--- src/sv/glyph_width_and_offset_lookup_top_macros.svh ---
// Assertion macros for the glyph width and offset lookup block.
`ifndef GLYPH_WIDTH_AND_OFFSET_LOOKUP_TOP_MACROS_SVH
`define GLYPH_WIDTH_AND_OFFSET_LOOKUP_TOP_MACROS_SVH

`ifndef SYNTHESIS
`define GWOL_ASSERT_SAME(name, clk, rst_n, ante, cons, msg) \
  name: assert property (@(posedge clk) disable iff (!rst_n) (ante) |-> (cons)) \
    else $error(msg);
`define GWOL_ASSERT_NEXT(name, clk, rst_n, ante, cons, msg) \
  name: assert property (@(posedge clk) disable iff (!rst_n) (ante) |=> (cons)) \
    else $error(msg);
`else
`define GWOL_ASSERT_SAME(name, clk, rst_n, ante, cons, msg)
`define GWOL_ASSERT_NEXT(name, clk, rst_n, ante, cons, msg)
`endif

`endif

--- src/sv/gwol_pkg.sv ---
// Package with constants for the glyph width and offset lookup block.
package gwol_pkg;

  localparam int MAX_GLYPHS   = 256;
  localparam int HEADER_BYTES = 6;
  localparam int ADDR_W       = $clog2(MAX_GLYPHS);

  localparam logic [7:0] SPACE_CODE          = 8'd32;
  localparam logic [7:0] N_CODE              = 8'd110;
  localparam logic [7:0] SPACE_DEFAULT_WIDTH = 8'd5;

  localparam logic [7:0] CFG_FIRST_CODE  = 8'd0;
  localparam logic [7:0] CFG_GLYPH_COUNT = 8'd1;
  localparam logic [7:0] CFG_PIXEL_ROWS  = 8'd2;
  localparam logic [7:0] CFG_FIXED_MODE  = 8'd3;
  localparam logic [7:0] CFG_FIXED_WIDTH = 8'd4;

  localparam logic KIND_WRITE = 1'b0;
  localparam logic KIND_QUERY = 1'b1;

  typedef logic [7:0] byte_t;

endpackage

--- src/sv/glyph_width_and_offset_lookup_top.sv ---
// Top level of the glyph width and offset lookup block.
// A write item stores one width table entry. A query for a code outside the font goes
// from idle to S_DONE and then to the output register, and a query in fixed-width mode
// passes S_MUL1 and S_MUL2 before S_DONE. A variable-width query passes S_SUM, then S_W,
// S_N when a zero-width space borrows the width of 'n', then S_MUL1 and S_MUL2: the
// bitmap offset sums every earlier entry of the width memory, one read per cycle through
// its single read port. One item is worked on at a time; a finished result waits in the
// output register while the next item is accepted.
`include "glyph_width_and_offset_lookup_top_macros.svh"

module glyph_width_and_offset_lookup_top import gwol_pkg::*; (
  input  logic        clk,
  input  logic        rst_n,
  input  logic        in_tvalid,
  output logic        in_tready,
  input  logic [23:0] in_tdata,   // entry_index[7:0], entry_width[15:8], code[23:16]
  input  logic        in_tuser,   // kind
  output logic        out_tvalid,
  input  logic        out_tready,
  output logic [31:0] out_tdata,  // present[0], glyph_width[8:1], bitmap_offset[24:9], zeros
  input  logic        cfg_valid,
  output logic        cfg_ready,
  input  logic [7:0]  cfg_index,
  input  logic [7:0]  cfg_data
);

  localparam logic [2:0] S_IDLE = 3'd0;
  localparam logic [2:0] S_SUM  = 3'd1;
  localparam logic [2:0] S_W    = 3'd2;
  localparam logic [2:0] S_N    = 3'd3;
  localparam logic [2:0] S_MUL1 = 3'd4;
  localparam logic [2:0] S_MUL2 = 3'd5;
  localparam logic [2:0] S_DONE = 3'd6;

  byte_t       first_code_r, glyph_count_r, pixel_rows_r, fixed_width_r;
  logic        fixed_mode_r;

  logic [2:0]  state_r, state_nxt;
  byte_t       ind_r, ind_nxt;
  byte_t       cnt_r, cnt_nxt;
  byte_t       code_r, code_nxt;
  logic [15:0] sum_r, sum_nxt;
  logic        sum_pend_r, sum_pend_nxt;
  byte_t       w_r, w_nxt;
  logic [15:0] prod_r, prod_nxt;
  logic        res_present_r, res_present_nxt;
  byte_t       res_width_r, res_width_nxt;
  logic [15:0] res_off_r, res_off_nxt;
  logic        out_valid_r, out_valid_nxt;
  logic [31:0] out_data_r, out_data_nxt;

  byte_t       mem [MAX_GLYPHS];
  byte_t       rdata_r;
  logic [ADDR_W-1:0] rd_addr;
  logic        wr_en;

  logic        in_acc;
  byte_t       in_index, in_width, in_code;
  logic [8:0]  range_end;
  logic        code_in_font, n_in_font;
  logic [5:0]  bpc;
  logic [15:0] mul_a;
  logic [21:0] mul1;
  logic [23:0] mul2;

  assign in_index  = in_tdata[7:0];
  assign in_width  = in_tdata[15:8];
  assign in_code   = in_tdata[23:16];
  assign in_tready = (state_r == S_IDLE);
  assign in_acc    = in_tvalid && in_tready;
  assign cfg_ready = 1'b1;
  assign out_tvalid = out_valid_r;
  assign out_tdata  = out_data_r;

  assign range_end    = {1'b0, first_code_r} + {1'b0, glyph_count_r};
  assign code_in_font = (in_code >= first_code_r) && ({1'b0, in_code} < range_end);
  assign n_in_font    = (N_CODE >= first_code_r) && ({1'b0, N_CODE} < range_end);
  assign bpc          = 6'(({1'b0, pixel_rows_r} + 9'd7) >> 3);
  assign mul_a        = fixed_mode_r ? {8'd0, ind_r} : sum_r;
  assign mul1         = 22'(mul_a) * 22'(bpc);
  assign mul2         = 24'(prod_r) * 24'(w_r);
  assign wr_en        = in_acc && (in_tuser == KIND_WRITE);

  always_comb begin
    rd_addr = ADDR_W'(cnt_r);
    if (state_r == S_W) begin
      rd_addr = ADDR_W'(N_CODE - first_code_r);
    end
  end

  always_ff @(posedge clk) begin
    if (wr_en) begin
      mem[ADDR_W'(in_index)] <= in_width;
    end
    rdata_r <= mem[rd_addr];
  end

  always_ff @(posedge clk) begin
    if (!rst_n) begin
      first_code_r  <= 8'd32;
      glyph_count_r <= 8'd96;
      pixel_rows_r  <= 8'd16;
      fixed_mode_r  <= 1'b0;
      fixed_width_r <= 8'd5;
    end else if (cfg_valid && cfg_ready) begin
      case (cfg_index)
        CFG_FIRST_CODE:  first_code_r  <= cfg_data;
        CFG_GLYPH_COUNT: glyph_count_r <= cfg_data;
        CFG_PIXEL_ROWS:  pixel_rows_r  <= cfg_data;
        CFG_FIXED_MODE:  fixed_mode_r  <= cfg_data[0];
        CFG_FIXED_WIDTH: fixed_width_r <= cfg_data;
        default: ;
      endcase
    end
  end

  always_comb begin
    state_nxt       = state_r;
    ind_nxt         = ind_r;
    cnt_nxt         = cnt_r;
    code_nxt        = code_r;
    sum_nxt         = sum_r;
    sum_pend_nxt    = 1'b0;
    w_nxt           = w_r;
    prod_nxt        = prod_r;
    res_present_nxt = res_present_r;
    res_width_nxt   = res_width_r;
    res_off_nxt     = res_off_r;
    out_valid_nxt   = out_valid_r && !out_tready;
    out_data_nxt    = out_data_r;
    case (state_r)
      S_IDLE: begin
        if (in_acc && (in_tuser == KIND_QUERY)) begin
          code_nxt = in_code;
          ind_nxt  = in_code - first_code_r;
          cnt_nxt  = 8'd0;
          sum_nxt  = 16'd0;
          if (!code_in_font) begin
            res_present_nxt = 1'b0;
            res_width_nxt   = 8'd0;
            res_off_nxt     = 16'd0;
            state_nxt       = S_DONE;
          end else if (fixed_mode_r) begin
            w_nxt     = fixed_width_r;
            state_nxt = S_MUL1;
          end else begin
            state_nxt = S_SUM;
          end
        end
      end
      S_SUM: begin
        if (sum_pend_r) begin
          sum_nxt = sum_r + 16'(rdata_r);
        end
        if (cnt_r != ind_r) begin
          cnt_nxt      = cnt_r + 8'd1;
          sum_pend_nxt = 1'b1;
        end else begin
          state_nxt = S_W;
        end
      end
      S_W: begin
        w_nxt     = rdata_r;
        state_nxt = S_MUL1;
        if ((code_r == SPACE_CODE) && (rdata_r == 8'd0)) begin
          if (n_in_font) begin
            state_nxt = S_N;
          end else begin
            w_nxt = SPACE_DEFAULT_WIDTH;
          end
        end
      end
      S_N: begin
        w_nxt     = rdata_r;
        state_nxt = S_MUL1;
      end
      S_MUL1: begin
        prod_nxt  = mul1[15:0];
        state_nxt = S_MUL2;
      end
      S_MUL2: begin
        res_present_nxt = 1'b1;
        res_width_nxt   = w_r;
        if (fixed_mode_r) begin
          res_off_nxt = mul2[15:0] + 16'(HEADER_BYTES);
        end else begin
          res_off_nxt = prod_r + 16'(glyph_count_r) + 16'(HEADER_BYTES);
        end
        state_nxt = S_DONE;
      end
      S_DONE: begin
        if (!out_valid_r || out_tready) begin
          out_valid_nxt = 1'b1;
          out_data_nxt  = {7'd0, res_off_r, res_width_r, res_present_r};
          state_nxt     = S_IDLE;
        end
      end
      default: begin
        state_nxt = S_IDLE;
      end
    endcase
  end

  always_ff @(posedge clk) begin
    if (!rst_n) begin
      state_r     <= S_IDLE;
      sum_pend_r  <= 1'b0;
      out_valid_r <= 1'b0;
    end else begin
      state_r     <= state_nxt;
      sum_pend_r  <= sum_pend_nxt;
      out_valid_r <= out_valid_nxt;
    end
  end

  always_ff @(posedge clk) begin
    ind_r         <= ind_nxt;
    cnt_r         <= cnt_nxt;
    code_r        <= code_nxt;
    sum_r         <= sum_nxt;
    w_r           <= w_nxt;
    prod_r        <= prod_nxt;
    res_present_r <= res_present_nxt;
    res_width_r   <= res_width_nxt;
    res_off_r     <= res_off_nxt;
    out_data_r    <= out_data_nxt;
  end

  `GWOL_ASSERT_NEXT(a_query_leaves_idle, clk, rst_n, in_acc && (in_tuser == KIND_QUERY), state_r != S_IDLE, "query did not start")
  `GWOL_ASSERT_NEXT(a_sum_counts, clk, rst_n, (state_r == S_SUM) && (cnt_r != ind_r), cnt_r == $past(cnt_r) + 8'd1, "summation counter skipped")
  `GWOL_ASSERT_NEXT(a_done_delivers, clk, rst_n, (state_r == S_DONE) && (!out_valid_r || out_tready), out_valid_r && (state_r == S_IDLE), "result not loaded")
  `GWOL_ASSERT_SAME(a_absent_is_zero, clk, rst_n, out_valid_r && !out_data_r[0], out_data_r[24:1] == 24'd0, "absent code with nonzero fields")

endmodule

--- config.mk ---
export PLATFORM = sky130hd
export DESIGN_NAME = glyph_width_and_offset_lookup_top
export DESIGN_NICKNAME = d
export VERILOG_FILES = /design/src/sv/gwol_pkg.sv /design/src/sv/glyph_width_and_offset_lookup_top.sv
export VERILOG_INCLUDE_DIRS = /design/src /design/src/sv
export SDC_FILE = /design/constraint.sdc
export NUM_CORES = 2
export LEC_CHECK = 0
export ABC_CLOCK_PERIOD_IN_PS = 6100
export BUFFER_PORTS_ARGS = -buffer_cell sky130_fd_sc_hd__buf_4
export CORE_MARGIN = 4
export CORE_UTILIZATION = 37
export DETAILED_ROUTE_END_ITERATION = 8
export HOLD_SLACK_MARGIN = 0.02
export PLACE_DENSITY_LB_ADDON = 0.12
export SYNTH_ARGS = -nofsm -noshare
export SYNTH_HDL_FRONTEND = slang
export SYNTH_SLANG_ARGS = --single-unit
--- constraint.sdc ---
create_clock -name clk -period 6.1 [get_ports clk]
set_input_delay 0.61 -clock clk [delete_from_list [all_inputs] [get_ports clk]]
set_output_delay 0.61 -clock clk [all_outputs]
set_load 0.02 [all_outputs]
==> reports/qor.yml <==
drc: 0
worst-setup-path-type: "reg2reg"
die_area_um2: 268000
ys_seq_elements: 2208
synth_flop_cell: "edfxtp_1"
grt_pass1_wl_um: 460000
synth_area_leader_cell: "edfxtp_1"
min_period_ps: 5550
clock-sinks: 2208
clock_latency_ps: 900
cts_max_level: 4
yosysWarnings: 0
boundaryPins: 81
worstPathArrival_ps: 6320
drt_first_pass_iters: 8
netlist_top_cells_count: "edfxtp_1 (2162), nand2_1 (1711), nand3_1 (709)"
worst_pin_slew_ps: 1330
synth_edf_count: 2162
slowest_stage: "o21ai_0"
syn_area_per_cell_um2: 12.9
vias_per_cell: 5.54
netlist_area_um2: 96100
peakVddDrop_v: 0.000449
wl_per_cell_um: 28.8
die_y_um: 518
drive_above_1_share_pct: 9.51
finalHoldViolCount: 0
synthCells: 7476
period_share_pct: 91.0
clk_path_buf_depth: 3
cts-root-buf: "clkbuf_16"
clkTransAtPathRegs_ps: 60
power_density_nw_per_um2: 499
dr.first_iter.drc_count: 6420
synth_cell_types: 84
grt_max_degree: 168
drv_slew: 0
setup_tns_ps: 0
io_buffers: 72
hold_class: "in2reg"
cp-start-kind: "register"
critical_path_buf_inv_count: 2
maxSlewHeadroom_pct: 10.5
track_usage_pct: 23.4
critPathRequiredTime_ps: 6870
ys_seq_area_share_pct: 68.5
ctsResizeCount: 0
cp_top_family: "compound AO/OA/AOI/OAI gates"
synthArstFlopShare_pct: 0
grt_pass1_vias: 60000
p_leak_nw: 38.0
power_mw: 54.3
status: "finished clean"
syn_to_final_growth_pct: 13.3
routed_wl_um: 323000
cp_cell_sequence: "or3b_4, a21oi_4, buf_12, buf_12, mux2i_1, mux2i_1, o211ai_1, a311oi_1, o21ai_0, a21boi_0, or4_1"
place_hpwl_um: 200000
cap_violations: 0
start_util_pct: 37.3
yosysTopAreaCellShare_pct: 67.6
cts_made_buffers: 234
cts_tree: "built"
end_kind: "register"
gp_congestion: 0.876
finalSetupViolations: 0
core_area_um2: 258000
fin_nets: 7861
ant_nets: 0
synth.most_common_cell: "edfxtp_1"
ys_top_cells_by_area: "edfxtp_1 (68%), nand2_1 (6.7%), nand3_1 (3.7%)"
cp_max_fo: 68
die_width_um: 518
n_fill_cell: 23800
grt_overflow_total: 0
antenna_found_initial: 13
core.rowCount: 186
max_freq_ghz: 0.180
vias: 62100
rsz0062_at_grt: "no"
critPathMaxStageDelay_ps: 850
finClkSkew_ps: 58.3
-- layout by cell type (no fill, tap or decap), types with 176 or more instances in the layout --
master / Yosys / final
a21oi_1: 178 / 176
buf_4: 67 / 276
nand2_1: 1711 / 1697
edfxtp_1: 2162 / 2162
nor2_1: 396 / 392
nand3_1: 709 / 703
inv_1: 211 / 211
mux2i_1: 329 / 327
clkbuf_16: 0 / 235
-- worst paths after layout --
check                from       endpoint  slack (ps)  depth (start not counted)
min          cfg_index[2]   fixed_mode_r         200                          4
min reg2reg  res_off_r[6]  out_tdata[15]         420                          0
max            state_r[1]     rdata_r[3]         550                         11
max reg2reg    state_r[1]     rdata_r[3]         550                         11
-- worst min-delay path: cells and delay by family --
kind | cells | cell delay (ps)
AND/OR/NAND/NOR | 2 | 160
multiplexers | 1 | 150
buffers and inverters | 1 | 120
-- logic make-up (layout without fill, tap and decap cells) --
logic type               count (synthesis)  in the layout  synth area share [%]
AO/OA/AOI/OAI                          791            791                  5.62
XOR/XNOR                                97             97                 0.884
adder cells (fa/ha/maj)                203            203                  3.50
buffers and inverters                  672           1002                  3.51
flip-flops                            2208           2208                  68.5
multiplexers                           354            354                  3.81
other                                    2             12               0.00782
AND/OR/NAND/NOR                       3149           3149                  14.1
-- where the power goes --
| part | internal [mW] | switching [mW] | leakage (nW) |
|---|---|---|---|
| combinational | 6.95 | 16.1 | 14.6 |
| clock | 7.69 | 6.15 | 3.60 |
| sequential | 17.0 | 0.371 | 19.8 |
| total | 31.6 | 22.6 | 38.0 |
-- stage by stage --
stage                     hold slack, ps  cell area (µm²)  utilization [%]  instances  setup slack [ps]
final                                198           109000             42.2      11200               551
after global routing                 197           109000             42.2      11200               329
after CTS                            110           109000             42.2      11200               603
after detailed placement             405           101000             39.3      10700               622
after global placement               400           101000             39.3      10700               622
after floorplan                      400            96100                -       7482              1010
-- cell type report --
type | count | area, µm² | share of cell area [%]
sequential | 2208 | 65800 | 60.5
inverter | 211 | 792 | 0.728
antenna | 4 | 10.0 | 0.00920
clock buffer | 275 | 6030 | 5.54
timing repair buffer | 355 | 3400 | 3.12
multi-input combinational | 4602 | 27200 | 25.0
tap | 3384 | 4230 | 3.89
clock inverter | 161 | 1330 | 1.22
-- registers in the layout, summed over array words and instances (netlist names), 3 cells and up --
signal / cells
mem: 2048
out_tdata: 25
prod_r: 16
res_off_r: 16
sum_r: 16
cnt_r: 8
code_r: 8
first_code_r: 8
fixed_width_r: 8
glyph_count_r: 8
ind_r: 8
pixel_rows_r: 8
rdata_r: 8
res_width_r: 8
w_r: 8
state_r: 3
-- repair_timing --
| item | in CTS | in global routing |
|---|---|---|
| endpoints found under the hold margin | 42 | 0 |
| setup buffers | 0 | 0 |
| hold buffers | 20 | 0 |
-- metal layers --
layer | wire [µm] | track usage [%]
met5 | 38 | 0
met4 | 9540 | 6.76
met3 | 23100 | 4.07
met2 | 150000 | 37.3
met1 | 140000 | 33.0
Power figures use the tool's default switching activity.
